[src/rtl/pidt_pkg.sv]
`timescale 1ns / 1ps
// Shared types and constants of the PID thermostat controller.
// Used by every module of the block; depends on nothing else.
package pidt_pkg;

  localparam int TEMP_W    = 13;
  localparam int GAIN_W    = 24;
  localparam int SUM_W     = 32;
  localparam int PERR_W    = 9;
  localparam int DIFF_W    = 10;
  localparam int DRV_W     = 10;
  localparam int OUT_W     = 11;
  localparam int ELAPSED_W = 16;
  localparam int ACC_W     = 58;
  localparam int ACC_FRAC  = 16;

  // Sensor limits: -50 and 200 degrees in 1/16 degree units
  localparam logic signed [TEMP_W-1:0] TEMP_LOW  = -13'sd800;
  localparam logic signed [TEMP_W-1:0] TEMP_HIGH = 13'sd3200;
  // 15 degrees of error forces full drive
  localparam logic signed [TEMP_W:0]   ERR_FULL  = 14'sd240;
  localparam logic signed [OUT_W-1:0]  OUT_MAX   = 11'sd1000;
  localparam logic signed [ACC_W-1:0]  ACC_LIM   = 58'sd65536000;
  localparam logic signed [ACC_W-1:0]  ACC_HALF  = 58'sd32768;

  typedef enum logic [1:0] {
    OP_TICK    = 2'd0,
    OP_START   = 2'd1,
    OP_STOP    = 2'd2,
    OP_UNKNOWN = 2'd3
  } op_e;

  typedef enum logic [2:0] {
    ST_OK          = 3'd0,
    ST_BUSY        = 3'd1,
    ST_TEMP_FAULT  = 3'd2,
    ST_PARAM_ERR   = 3'd3,
    ST_NOT_RUNNING = 3'd4
  } status_e;

  typedef enum logic [1:0] {
    EV_NONE        = 2'd0,
    EV_REACHED     = 2'd1,
    EV_TIMEOUT     = 2'd2,
    EV_SENSOR_FAIL = 2'd3
  } event_e;

  localparam logic [1:0] MODE_AUTO     = 2'd0;
  localparam logic [1:0] MODE_HEAT     = 2'd1;
  localparam logic [1:0] MODE_COOL     = 2'd2;
  localparam logic [1:0] MODE_RESERVED = 2'd3;

  localparam logic [2:0] REG_RUN_MODE   = 3'd0;
  localparam logic [2:0] REG_TARGET     = 3'd1;
  localparam logic [2:0] REG_TOLERANCE  = 3'd2;
  localparam logic [2:0] REG_TIMEOUT    = 3'd3;
  localparam logic [2:0] REG_GAIN_P     = 3'd4;
  localparam logic [2:0] REG_GAIN_I     = 3'd5;
  localparam logic [2:0] REG_GAIN_D     = 3'd6;
  localparam logic [2:0] REG_ACTUATORS  = 3'd7;

  typedef struct packed {
    logic [1:0]               run_mode;
    logic signed [TEMP_W-1:0] target_temp;
    logic signed [TEMP_W-1:0] tolerance_temp;
    logic [ELAPSED_W-1:0]     timeout_ticks;
    logic signed [GAIN_W-1:0] gain_p;
    logic signed [GAIN_W-1:0] gain_i;
    logic signed [GAIN_W-1:0] gain_d;
    logic [1:0]               actuators_present;
  } cfg_t;

  // First member lands in the top bits, so command_status sits at bit 0
  typedef struct packed {
    logic             running;
    logic             stopped_event;
    event_e           event_code;
    logic [DRV_W-1:0] cooler_level;
    logic [DRV_W-1:0] heater_level;
    status_e          command_status;
  } res_t;

endpackage

[src/rtl/pidt_cfg_regs.sv]
`timescale 1ns / 1ps
// Configuration register file behind an APB-style port.
// Depends on pidt_pkg for the register layout.
module pidt_cfg_regs (
  input  logic               clk_i,
  input  logic               rst_ni,
  input  logic               psel,
  input  logic               penable,
  input  logic               pwrite,
  input  logic [4:0]         paddr,
  input  logic [31:0]        pwdata,
  output logic [31:0]        prdata,
  output pidt_pkg::cfg_t     cfg_o
);
  import pidt_pkg::*;

  cfg_t       cfg_q, cfg_d;
  logic       wr_en;
  logic [2:0] reg_idx;

  assign wr_en   = psel && penable && pwrite;
  assign reg_idx = paddr[4:2];

  always_comb begin
    cfg_d = cfg_q;
    if (wr_en) begin
      case (reg_idx)
        REG_RUN_MODE:  cfg_d.run_mode          = pwdata[1:0];
        REG_TARGET:    cfg_d.target_temp       = pwdata[TEMP_W-1:0];
        REG_TOLERANCE: cfg_d.tolerance_temp    = pwdata[TEMP_W-1:0];
        REG_TIMEOUT:   cfg_d.timeout_ticks     = pwdata[ELAPSED_W-1:0];
        REG_GAIN_P:    cfg_d.gain_p            = pwdata[GAIN_W-1:0];
        REG_GAIN_I:    cfg_d.gain_i            = pwdata[GAIN_W-1:0];
        REG_GAIN_D:    cfg_d.gain_d            = pwdata[GAIN_W-1:0];
        REG_ACTUATORS: cfg_d.actuators_present = pwdata[1:0];
        default:       cfg_d = cfg_q;
      endcase
    end
  end

  always_comb begin
    case (reg_idx)
      REG_RUN_MODE:  prdata = {30'b0, cfg_q.run_mode};
      REG_TARGET:    prdata = {19'b0, cfg_q.target_temp};
      REG_TOLERANCE: prdata = {19'b0, cfg_q.tolerance_temp};
      REG_TIMEOUT:   prdata = {16'b0, cfg_q.timeout_ticks};
      REG_GAIN_P:    prdata = {8'b0, cfg_q.gain_p};
      REG_GAIN_I:    prdata = {8'b0, cfg_q.gain_i};
      REG_GAIN_D:    prdata = {8'b0, cfg_q.gain_d};
      REG_ACTUATORS: prdata = {30'b0, cfg_q.actuators_present};
      default:       prdata = '0;
    endcase
  end

  always_ff @(posedge clk_i or negedge rst_ni) begin
    if (!rst_ni) begin
      cfg_q <= '0;
    end else begin
      cfg_q <= cfg_d;
    end
  end

  assign cfg_o = cfg_q;

endmodule

[src/rtl/pidt_pid.sv]
`timescale 1ns / 1ps
// Positional PID arithmetic: saturating integrator, three products, clamp and round.
// Purely combinational; depends on pidt_pkg.
module pidt_pid (
  input  pidt_pkg::cfg_t                          cfg_i,
  input  logic signed [pidt_pkg::TEMP_W-1:0]      temp_i,
  input  logic signed [pidt_pkg::SUM_W-1:0]       sum_i,
  input  logic signed [pidt_pkg::PERR_W-1:0]      perr_i,
  output logic signed [pidt_pkg::OUT_W-1:0]       out_o,
  output logic signed [pidt_pkg::SUM_W-1:0]       sum_o,
  output logic signed [pidt_pkg::PERR_W-1:0]      perr_o
);
  import pidt_pkg::*;

  logic signed [TEMP_W:0]   err;
  logic signed [PERR_W-1:0] err_n;
  logic signed [SUM_W:0]    sum_ext;
  logic signed [SUM_W-1:0]  sum_sat;
  logic signed [DIFF_W-1:0] diff;
  logic signed [32:0]       p_prod;
  logic signed [55:0]       i_prod;
  logic signed [33:0]       d_prod;
  logic signed [ACC_W-1:0]  acc;
  logic signed [ACC_W-1:0]  acc_rnd;
  logic                     full_pos, full_neg;

  assign err      = {cfg_i.target_temp[TEMP_W-1], cfg_i.target_temp}
                  - {temp_i[TEMP_W-1], temp_i};
  assign full_pos = err > ERR_FULL;
  assign full_neg = err < -ERR_FULL;
  // Inside the band the error fits the narrow width
  assign err_n    = err[PERR_W-1:0];

  assign sum_ext  = {sum_i[SUM_W-1], sum_i} + (SUM_W+1)'(err_n);
  always_comb begin
    if (sum_ext[SUM_W] != sum_ext[SUM_W-1]) begin
      sum_sat = sum_ext[SUM_W] ? {1'b1, {(SUM_W-1){1'b0}}} : {1'b0, {(SUM_W-1){1'b1}}};
    end else begin
      sum_sat = sum_ext[SUM_W-1:0];
    end
  end

  assign diff    = {err_n[PERR_W-1], err_n} - {perr_i[PERR_W-1], perr_i};
  assign p_prod  = cfg_i.gain_p * err_n;
  assign i_prod  = cfg_i.gain_i * sum_sat;
  assign d_prod  = cfg_i.gain_d * diff;
  assign acc     = ACC_W'(p_prod) + ACC_W'(i_prod) + ACC_W'(d_prod);
  assign acc_rnd = acc + ACC_HALF;

  always_comb begin
    sum_o  = sum_i;
    perr_o = perr_i;
    if (full_pos) begin
      out_o = OUT_MAX;
    end else if (full_neg) begin
      out_o = -OUT_MAX;
    end else begin
      sum_o  = sum_sat;
      perr_o = err_n;
      if (acc > ACC_LIM) begin
        out_o = OUT_MAX;
      end else if (acc < -ACC_LIM) begin
        out_o = -OUT_MAX;
      end else begin
        // shifted value rounded half up, already within the output range
        out_o = acc_rnd[ACC_FRAC+OUT_W-1:ACC_FRAC];
      end
    end
  end

endmodule

[src/rtl/pidt_core.sv]
`timescale 1ns / 1ps
// Run state of the thermostat: command checks, fault counting, reached and
// timeout detection, drive split and stop handling. Depends on pidt_pkg, pidt_pid.
module pidt_core #(
  parameter int FAULT_LIMIT = 10
) (
  input  logic                                 clk_i,
  input  logic                                 rst_ni,
  input  logic                                 step_i,
  input  pidt_pkg::op_e                        op_i,
  input  logic signed [pidt_pkg::TEMP_W-1:0]   temp_i,
  input  pidt_pkg::cfg_t                       cfg_i,
  output pidt_pkg::res_t                       res_o
);
  import pidt_pkg::*;

  localparam int FC_W = $clog2(FAULT_LIMIT + 1);

  logic                     busy_q, busy_d;
  logic                     reached_q, reached_d;
  logic                     above_q, above_d;
  logic                     stop_pending_q, stop_pending_d;
  logic                     fault_flag_q, fault_flag_d;
  logic [FC_W-1:0]          fault_count_q, fault_count_d, fc_inc;
  logic [ELAPSED_W-1:0]     elapsed_q, elapsed_d, elapsed_inc;
  logic signed [SUM_W-1:0]  sum_q, sum_d, pid_sum;
  logic signed [PERR_W-1:0] perr_q, perr_d, pid_perr;
  logic [DRV_W-1:0]         heat_q, heat_d, cool_q, cool_d;
  logic [DRV_W-1:0]         pos_mag, neg_mag;
  logic signed [OUT_W-1:0]  pid_out, pid_neg;
  logic signed [TEMP_W:0]   temp_x, band_hi, band_lo;
  logic                     in_range, need_h, need_c, cfg_ok, hit;
  status_e                  status;
  event_e                   ev;
  logic                     stopped;

  pidt_pid u_pid (
    .cfg_i  (cfg_i),
    .temp_i (temp_i),
    .sum_i  (sum_q),
    .perr_i (perr_q),
    .out_o  (pid_out),
    .sum_o  (pid_sum),
    .perr_o (pid_perr)
  );

  assign pid_neg  = -pid_out;
  assign pos_mag  = pid_out[OUT_W-1] ? '0 : pid_out[DRV_W-1:0];
  assign neg_mag  = pid_out[OUT_W-1] ? pid_neg[DRV_W-1:0] : '0;

  assign in_range = (temp_i > TEMP_LOW) && (temp_i < TEMP_HIGH);
  assign need_h   = (cfg_i.run_mode == MODE_AUTO) || (cfg_i.run_mode == MODE_HEAT);
  assign need_c   = (cfg_i.run_mode == MODE_AUTO) || (cfg_i.run_mode == MODE_COOL);
  assign cfg_ok   = (cfg_i.target_temp > TEMP_LOW) && (cfg_i.target_temp < TEMP_HIGH)
                 && !cfg_i.tolerance_temp[TEMP_W-1] && (cfg_i.timeout_ticks != '0);

  assign temp_x   = {temp_i[TEMP_W-1], temp_i};
  assign band_hi  = {cfg_i.target_temp[TEMP_W-1], cfg_i.target_temp}
                  + {cfg_i.tolerance_temp[TEMP_W-1], cfg_i.tolerance_temp};
  assign band_lo  = {cfg_i.target_temp[TEMP_W-1], cfg_i.target_temp}
                  - {cfg_i.tolerance_temp[TEMP_W-1], cfg_i.tolerance_temp};
  assign hit      = above_q ? (temp_x <= band_hi) : (temp_x >= band_lo);

  assign fc_inc      = fault_count_q + 1'b1;
  assign elapsed_inc = (elapsed_q == '1) ? elapsed_q : elapsed_q + 1'b1;

  always_comb begin
    busy_d         = busy_q;
    reached_d      = reached_q;
    above_d        = above_q;
    stop_pending_d = stop_pending_q;
    fault_flag_d   = fault_flag_q;
    fault_count_d  = fault_count_q;
    elapsed_d      = elapsed_q;
    sum_d          = sum_q;
    perr_d         = perr_q;
    heat_d         = heat_q;
    cool_d         = cool_q;
    status         = ST_OK;
    ev             = EV_NONE;
    stopped        = 1'b0;

    case (op_i)
      OP_START: begin
        if (busy_q) begin
          status = ST_BUSY;
        end else if (!in_range) begin
          status = ST_TEMP_FAULT;
        end else if ((need_h && !cfg_i.actuators_present[0])
                  || (need_c && !cfg_i.actuators_present[1])
                  || (cfg_i.run_mode == MODE_RESERVED) || !cfg_ok) begin
          status = ST_PARAM_ERR;
        end else begin
          busy_d         = 1'b1;
          reached_d      = 1'b0;
          stop_pending_d = 1'b0;
          fault_flag_d   = 1'b0;
          fault_count_d  = '0;
          elapsed_d      = '0;
          sum_d          = '0;
          perr_d         = '0;
          heat_d         = '0;
          cool_d         = '0;
          above_d        = temp_i >= cfg_i.target_temp;
        end
      end
      OP_STOP: begin
        if (busy_q) begin
          stop_pending_d = 1'b1;
        end else begin
          status = ST_NOT_RUNNING;
        end
      end
      OP_UNKNOWN: begin
        status = ST_PARAM_ERR;
      end
      OP_TICK: begin
        if (!busy_q) begin
          status = ST_NOT_RUNNING;
        end else begin
          if (!in_range) begin
            if (fc_inc >= FC_W'(FAULT_LIMIT)) begin
              fault_count_d  = '0;
              ev             = EV_SENSOR_FAIL;
              stop_pending_d = 1'b1;
              fault_flag_d   = 1'b1;
            end else begin
              fault_count_d = fc_inc;
            end
          end else begin
            fault_count_d = '0;
            if (!reached_q) begin
              elapsed_d = elapsed_inc;
              if (hit) begin
                reached_d = 1'b1;
                ev        = EV_REACHED;
              end else if (elapsed_inc >= cfg_i.timeout_ticks) begin
                reached_d = 1'b1;
                ev        = EV_TIMEOUT;
              end
            end
            // reserved mode leaves the loop and the drives untouched
            if (cfg_i.run_mode != MODE_RESERVED) begin
              sum_d  = pid_sum;
              perr_d = pid_perr;
              if (cfg_i.run_mode == MODE_AUTO) begin
                heat_d = pos_mag;
                cool_d = neg_mag;
              end else if (cfg_i.run_mode == MODE_HEAT) begin
                heat_d = pos_mag;
              end else begin
                cool_d = neg_mag;
              end
            end
            // one-sided modes count as reached once the reading passes the target
            if (!reached_d && (((cfg_i.run_mode == MODE_COOL) && (cfg_i.target_temp > temp_i))
                || ((cfg_i.run_mode == MODE_HEAT) && (temp_i > cfg_i.target_temp)))) begin
              reached_d = 1'b1;
              ev        = EV_REACHED;
            end
          end
          if (stop_pending_d) begin
            stop_pending_d = 1'b0;
            heat_d         = '0;
            cool_d         = '0;
            busy_d         = 1'b0;
            if (!fault_flag_d) begin
              stopped = 1'b1;
            end else begin
              fault_flag_d = 1'b0;
            end
          end
        end
      end
      default: begin
        status = ST_PARAM_ERR;
      end
    endcase
  end

  always_ff @(posedge clk_i or negedge rst_ni) begin
    if (!rst_ni) begin
      busy_q         <= 1'b0;
      reached_q      <= 1'b0;
      above_q        <= 1'b0;
      stop_pending_q <= 1'b0;
      fault_flag_q   <= 1'b0;
      fault_count_q  <= '0;
      elapsed_q      <= '0;
      sum_q          <= '0;
      perr_q         <= '0;
      heat_q         <= '0;
      cool_q         <= '0;
    end else if (step_i) begin
      busy_q         <= busy_d;
      reached_q      <= reached_d;
      above_q        <= above_d;
      stop_pending_q <= stop_pending_d;
      fault_flag_q   <= fault_flag_d;
      fault_count_q  <= fault_count_d;
      elapsed_q      <= elapsed_d;
      sum_q          <= sum_d;
      perr_q         <= perr_d;
      heat_q         <= heat_d;
      cool_q         <= cool_d;
    end
  end

  assign res_o.running        = busy_d;
  assign res_o.stopped_event  = stopped;
  assign res_o.event_code     = ev;
  assign res_o.cooler_level   = cool_d;
  assign res_o.heater_level   = heat_d;
  assign res_o.command_status = status;

  a_idle_drives_off: assert property (@(posedge clk_i) disable iff (!rst_ni)
    !busy_q |-> (heat_q == '0) && (cool_q == '0))
    else $error("drive left on while idle");

  a_idle_no_stop: assert property (@(posedge clk_i) disable iff (!rst_ni)
    !busy_q |-> !stop_pending_q && !fault_flag_q)
    else $error("stop or fault pending while idle");

  a_drive_range: assert property (@(posedge clk_i) disable iff (!rst_ni)
    (heat_q <= DRV_W'(1000)) && (cool_q <= DRV_W'(1000)))
    else $error("drive level above full scale");

  a_fault_count: assert property (@(posedge clk_i) disable iff (!rst_ni)
    fault_count_q < FC_W'(FAULT_LIMIT))
    else $error("fault counter passed its limit");

  a_stop_request: assert property (@(posedge clk_i) disable iff (!rst_ni)
    step_i && (op_i == OP_STOP) && busy_q |=> busy_q && stop_pending_q)
    else $error("stop request not held until the next tick");

endmodule

[src/rtl/pid_thermostat_controller.sv]
`timescale 1ns / 1ps
// PID thermostat controller, top level: stream handshake, input and result
// registers, configuration port. Depends on pidt_pkg, pidt_cfg_regs, pidt_core.
//
// Each request (tick, start or stop, with a sensor reading) is taken into an
// input register and answered with one result in the output register; a
// request can be accepted on every clock cycle while the result stream is not
// stalled, and the input side keeps accepting while a result waits as long as
// the output register frees in the same cycle. The whole step, including the
// saturating integrator add, the three gain products and the clamp and round,
// is combinational between the two registers, so that path sets the clock rate.
// Registers are live: write them only while no request is in flight. No clearing
// pass runs after reset; the block is ready as soon as reset is released.
module pid_thermostat_controller #(
  parameter int FAULT_LIMIT = 10
) (
  input  logic        clk_i,
  input  logic        rst_ni,
  // APB-style configuration port
  input  logic        psel,
  input  logic        penable,
  input  logic        pwrite,
  input  logic [4:0]  paddr,
  input  logic [31:0] pwdata,
  output logic [31:0] prdata,
  output logic        pready,
  // request stream
  input  logic        s_axis_tvalid,
  output logic        s_axis_tready,
  input  logic [15:0] s_axis_tdata,   // [12:0] temperature, [15:13] zero
  input  logic [1:0]  s_axis_tuser,   // [1:0] op
  // result stream
  output logic        m_axis_tvalid,
  input  logic        m_axis_tready,
  output logic [31:0] m_axis_tdata    // [2:0] command_status, [12:3] heater_level,
                                      // [22:13] cooler_level, [24:23] event_code,
                                      // [25] stopped_event, [26] running, [31:27] zero
);
  import pidt_pkg::*;

  cfg_t                    cfg;
  res_t                    res;
  res_t                    out_data_q;
  logic                    in_valid_q, out_valid_q;
  op_e                     in_op_q;
  logic signed [TEMP_W-1:0] in_temp_q;
  logic                    fire, accept;

  assign pready = 1'b1;

  pidt_cfg_regs u_cfg (
    .clk_i   (clk_i),
    .rst_ni  (rst_ni),
    .psel    (psel),
    .penable (penable),
    .pwrite  (pwrite),
    .paddr   (paddr),
    .pwdata  (pwdata),
    .prdata  (prdata),
    .cfg_o   (cfg)
  );

  // advance the held request whenever the result register is free or drains
  assign fire          = in_valid_q && (!out_valid_q || m_axis_tready);
  assign s_axis_tready = !in_valid_q || fire;
  assign accept        = s_axis_tvalid && s_axis_tready;

  pidt_core #(
    .FAULT_LIMIT (FAULT_LIMIT)
  ) u_core (
    .clk_i  (clk_i),
    .rst_ni (rst_ni),
    .step_i (fire),
    .op_i   (in_op_q),
    .temp_i (in_temp_q),
    .cfg_i  (cfg),
    .res_o  (res)
  );

  always_ff @(posedge clk_i or negedge rst_ni) begin
    if (!rst_ni) begin
      in_valid_q  <= 1'b0;
      out_valid_q <= 1'b0;
    end else begin
      if (accept) begin
        in_valid_q <= 1'b1;
      end else if (fire) begin
        in_valid_q <= 1'b0;
      end
      if (fire) begin
        out_valid_q <= 1'b1;
      end else if (m_axis_tready) begin
        out_valid_q <= 1'b0;
      end
    end
  end

  always_ff @(posedge clk_i) begin
    if (accept) begin
      in_op_q   <= op_e'(s_axis_tuser);
      in_temp_q <= s_axis_tdata[TEMP_W-1:0];
    end
    if (fire) begin
      out_data_q <= res;
    end
  end

  assign m_axis_tvalid = out_valid_q;
  assign m_axis_tdata  = {5'b0, out_data_q};

endmodule
[config.mk]
export PLATFORM = sky130hd
export DESIGN_NAME = pid_thermostat_controller
export DESIGN_NICKNAME = d
export VERILOG_FILES = /design/src/rtl/pidt_pkg.sv /design/src/rtl/pidt_cfg_regs.sv /design/src/rtl/pidt_pid.sv /design/src/rtl/pidt_core.sv /design/src/rtl/pid_thermostat_controller.sv
export SDC_FILE = /design/constraint.sdc
export NUM_CORES = 2
export LEC_CHECK = 0
export BUFFER_PORTS_ARGS = -buffer_cell sky130_fd_sc_hd__buf_2
export CORE_ASPECT_RATIO = 1.4
export CORE_MARGIN = 2
export CORE_UTILIZATION = 50
export CTS_CLUSTER_SIZE = 16
export DETAILED_ROUTE_END_ITERATION = 16
export PLACE_DENSITY = 0.72
export SLEW_MARGIN = 20
export SYNTH_ARGS = -nofsm -noshare
export SYNTH_HDL_FRONTEND = slang
export SYNTH_HIERARCHICAL = 1
export SYNTH_SLANG_ARGS = --single-unit
export TNS_END_PERCENT = 1
[constraint.sdc]
create_clock -name clk_i -period 36.1 [get_ports clk_i]
set_clock_uncertainty 0.15 [all_clocks]
set_input_delay 5.415 -clock clk_i [delete_from_list [all_inputs] [get_ports clk_i]]
set_output_delay 5.415 -clock clk_i [all_outputs]
set_load 0.01 [all_outputs]
---- Yosys cells after proc, flatten, opt, wreduce, memory -nomap -nowiden ----
Index checks and enable logic that the tools add are counted.
storage, ports and cells
  output and inout port bits .............. 67
  input bits .............................. 62
  word-level logic and storage cells ...... 251
  flip-flop bits (word level) ............. 248
operators by class
  $add $sub $neg .......................... 11
  multiply operators ...................... 3
  multiplexer cells ....................... 112
  bitwise logic cells ..................... 2
  order comparisons ....................... 15
  reduce and logical (&&, ||, !) cells .... 53
  eq/ne operators ......................... 26
operator list
  cell                      count
  $mux W32                  10
  $pmux W32 S8              1
  $mux W10                  20
  $mux W16                  7
  $mux W9                   8
  $pmux W32 S2              1
  $add A57 B34 Y58          1
  $gt A58 B27 Y1 const B    1
  $lt A58 B27 Y1 const B    1
  $add A33 B56 Y57          1
  $mul A24 B32 Y56          1
  $mux W11                  4
  $pmux W10 S2              2
  $mux W1                   35
  $mul A24 B10 Y34          1
  $add A32 B9 Y33           1
  $mul A24 B9 Y33           1
  $pmux W16 S2              1
  $sub A13 B13 Y14          2
  $add A27 B17 Y27 const B  1
  $gt A13 B11 Y1 const B    2
  $gt A13 B13 Y1            2
  $lt A13 B13 Y1 const B    2
  $mux W4                   6
  other kinds (45)          110

---- Depth between registers and ports, before layout ----
  depth in word-level cells ............... 21
  depth in mapped cells ................... 64
  mapped depth without buffers ............ 59

---- By module ----
The synthesis kept the hierarchy.
by module, submodules not included
  module                     instances  seq. area each (um^2)  area each (um^2)  cells an instance
  pidt_pid                   1          0.0                    48844.3           5424
  pidt_core                  1          2152.1                 7148.1            868
  pidt_cfg_regs              1          2952.8                 5546.6            406
  pid_thermostat_controller  1          1311.3                 1417.6            58

---- Worst setup path before layout ----
OpenSTA, ideal clock, no wires.
  path type ............................... reg2reg
  start point ............................. register u_cfg.cfg_q, in the netlist u_cfg/cfg_o[103]
  end point ............................... register out_data_q, in the netlist m_axis_tdata[22], data pin
  required time ........................... 35.802 ns
  arrival time ............................ 15.163 ns
  path slack .............................. 20.639 ns
  cell stages (with the launch flop) ...... 60
  buffers on the path ..................... 6
  path through ............................ dfrtp_1 inv_1 ha_1 inv_1 fa_1 a211oi_1 nor2_1 o221ai_1 xnor2_1 clkbuf_1 ha_1 a21o_1 a21o_1 a21oi_1 o2bb2ai_1 a21o_1 a311o_1 a31oi_1 (+24 left out) nand4_2 nor4_2 nand3_1 o221ai_2 nor3_2 a311o_1 nor4_1 and4b_1 nand4b_1 or4b_4 or4_4 a211o_1 or3_1 nor3_1 nor3b_1 xnor2_1 nand2_1 o2bb2ai_1
RTL lines
  element                 line                              source
  start, declared         pidt_cfg_regs.sv:17               cfg_t cfg_q, cfg_d;
  start signal, assigned  pidt_cfg_regs.sv:59               cfg_q <= cfg_d;
  end signal, assigned    pid_thermostat_controller.sv:104  out_data_q <= res;
  end, declared           pid_thermostat_controller.sv:43   res_t out_data_q;

==> flow_summary.ini <==
[grt]
grt.total_usage = 0.311
met1_usage = 0.357
grt_remaining_overflow = 0
grt_pass1_vias = 52200
antenna_found_initial = 6
grt_first_pass_wirelength_um = 304000
gr-max-usage-layer = met2
grt_use_met2 = 0.536
use_met3 = 0.0500
grt_max_degree = 93

[setup_path]
crit_path_start_kind = register
path_class = reg2reg
cp_num_cells = 57
max_stage_delay_ps = 970
crit_buf_inv = 10
crit_top_cell = fa_1
critPathCaptureType = register
critPathArrivalTime_ps = 18900
crit_fanout = 50
r2r.worst_path.cells = 57
cp_slowest_cell = nand2_1
required_ps = 36280
path_delay_family = adder cells

[cts]
cts_tree = done
numClockSinks = 248
holdBufCountCts = 0
cts-root-buf = clkbuf_16
cts_resized = 0
cts_made_buffers = 25
clockBufferDepth = 3
cts.clk_slew.worst_paths_ps = 70
htreeDepth = 1
clk_latency_ps = 590
cts_setup_buffers = 0

[yosys]
postSynth.asyncResetShare = 0.831
synth_area_mm2 = 0.0630
yosysMostFrequentCell = inv_1
yosysUniqueCellTypes = 103
ys_top_cells_by_count = 1405 x inv_1, 1397 x fa_1, 884 x nand2_1
synth-simple-area-share = 0.155
ys_seq_area_frac = 0.102
synth_top_family_by_area = adder cells
yosys-top-cells-area = fa_1 44%, inv_1 8.4%, dfrtp_1 8.2%, ha_1 6.5%, nand2_1 5.3%
yosysTopAreaCellShare = 0.444
ys_ff_latch = 248
synth_compound_area_frac = 0.0730
postSynthCellCount = 6756
yosys.area_share.xor_xnor = 0.0205
syn_area_per_cell_um2 = 9.32
synth-edff-count = 42
synth_warnings = 6
synthFlopType = dfrtp_1
synth.area.mux_share = 0.0338
synthAdderAreaFrac = 0.510
synth_top_cell_by_area = fa_1

[sta]
setup_slack_ps = 17380
max_freq_mhz = 53.4
slew_violations = 0
fin_setup_tns_ps = 0
period_minus_slack_ps = 18720
worst-slew-pin-transition_ps = 1190
finalHoldViolations = 0
finalSetupViolCount = 0
rsz0062_at_grt = false
relSlewSlack = 0.206
period_share = 0.519

[cells_and_area]
fillers = 11200
syn_to_final_growth_pct = 4.84
drive_above_1_share = 0.0767
seqCellArea_mm2 = 0.00642
multi_input_area_mm2 = 0.0501
nets = 8459

[die]
initial_core_util = 0.502
floorplan.rows = 154
die-area_mm2 = 0.129
dieWidth_um = 304
fp.dieH_um = 424
io_pins = 129
coreArea_mm2 = 0.125

[placed_design]
dp_hpwl_um = 159000
port_buffers = 101
dp_slack_ps = 17790
finalWeightedCongestion = 0.992

[detailed_routing]
drtPass1Iterations = 6
via_per_inst = 5.76
drtAntennaViolNets = 0
drc = 0
drt_iter0_markers = 3437
wl_per_cell_um = 23.4
via_count = 48000
wl_um = 195000

[flow_run]
maxCapViolCount = 0

[outcome]
outcome = complete, no violations

[worst_hold_path]
hold_path_depth = 2
hold_path_class = reg2reg
metal layers:
metal | part of all wire | routed length, µm
met1 | 0.35 | 68800
met2 | 0.49 | 95600
met3 | 0.075 | 14700
met4 | 0.083 | 16200
met5 | 0.00020 | 40
final cells by class:
cell class / instances / share of cell area
Inverter: 1406 / 0.0800
Sequential cell: 248 / 0.0972
Tap cell: 1638 / 0.0311
Clock buffer: 33 / 0.0105
Clock inverter: 12 / 0.00161
Antenna cell: 6 / 0.000227
Multi-Input combinational cell: 4786 / 0.760
Timing Repair Buffer: 207 / 0.0199
cells by family (layout without fill, tap and decap cells):
kind of cell,after synthesis,after routing
flip-flops,248,248
other,3,20
XOR/XNOR,147,147
buffers and inverters,1733,1658
AO/OA/AOI/OAI,690,690
AND/OR/NAND/NOR,2017,2017
adder cells (fa/ha/maj),1731,1731
multiplexers,187,187
cells in the final DEF, fill, tap and decap left out, drive strengths merged, types with 48 or more instances in the layout:
master	count
a21oi	158
ha	326
nand4	50
xor2	59
nand2b	84
inv	1409
mux2	156
nor2	276
o21ai	166
and2	386
or2	48
nand2	884
buf	207
nand3	67
fa	1397
xnor2	88
dfrtp	206
nor2b	77
final timing paths:
check / from / to / slack, ps
max reg2reg: u_cfg/cfg_o[103] / m_axis_tdata[21] / 17380
min: u_core/perr_q[2] / u_core/perr_q[2] / 340
min in group asynchronous: rst_ni / u_cfg/cfg_o[90] / 4690
max in group asynchronous: rst_ni / u_core/sum_q[15] / 29640
max: u_cfg/cfg_o[103] / m_axis_tdata[21] / 17380
min reg2reg: u_core/perr_q[2] / u_core/perr_q[2] / 340
worst register-to-register path: cells and delay by family (launching register included):
| family | cells | cell delay, ps |
|---|---|---|
| adders and majority gates | 14 | 6690 |
| buffers and inverters | 10 | 1810 |
| AOI/OAI and AO/OA | 17 | 4810 |
| DFF | 1 | 530 |
| muxes | 1 | 150 |
| and+or+nand+nor | 13 | 3850 |
| xor gates and xnor gates | 2 | 470 |
stage by stage:
| step | area (µm²) | utilization | hold WS [ps] | cells |
|---|---|---|---|---|
| final | 66000 | 0.526 | 339 | 8336 |
| after global routing | 66000 | 0.526 | 360 | 8331 |
| after global placement | 65200 | 0.520 | 318 | 8285 |
| after CTS | 66000 | 0.526 | 341 | 8330 |
| after detailed placement | 65200 | 0.520 | 324 | 8285 |
| after floorplan | 63000 | - | 306 | 6767 |
sequential cells by signal, indices dropped and copies added, names as in the netlist:
register,cells
in_op_q,2
in_temp_q,13
in_valid_q,1
m_axis_tdata,27
m_axis_tvalid,1
u_cfg/cfg_o,118
u_core/above_q,1
u_core/busy_q,1
u_core/cool_q,10
u_core/elapsed_q,16
u_core/fault_count_q,4
u_core/fault_flag_q,1
u_core/heat_q,10
u_core/perr_q,9
u_core/reached_q,1
u_core/stop_pending_q,1
u_core/sum_q,32
Power is not shown: default switching activity piles up to over one toggle a cycle in this logic, so the estimate is an artifact.
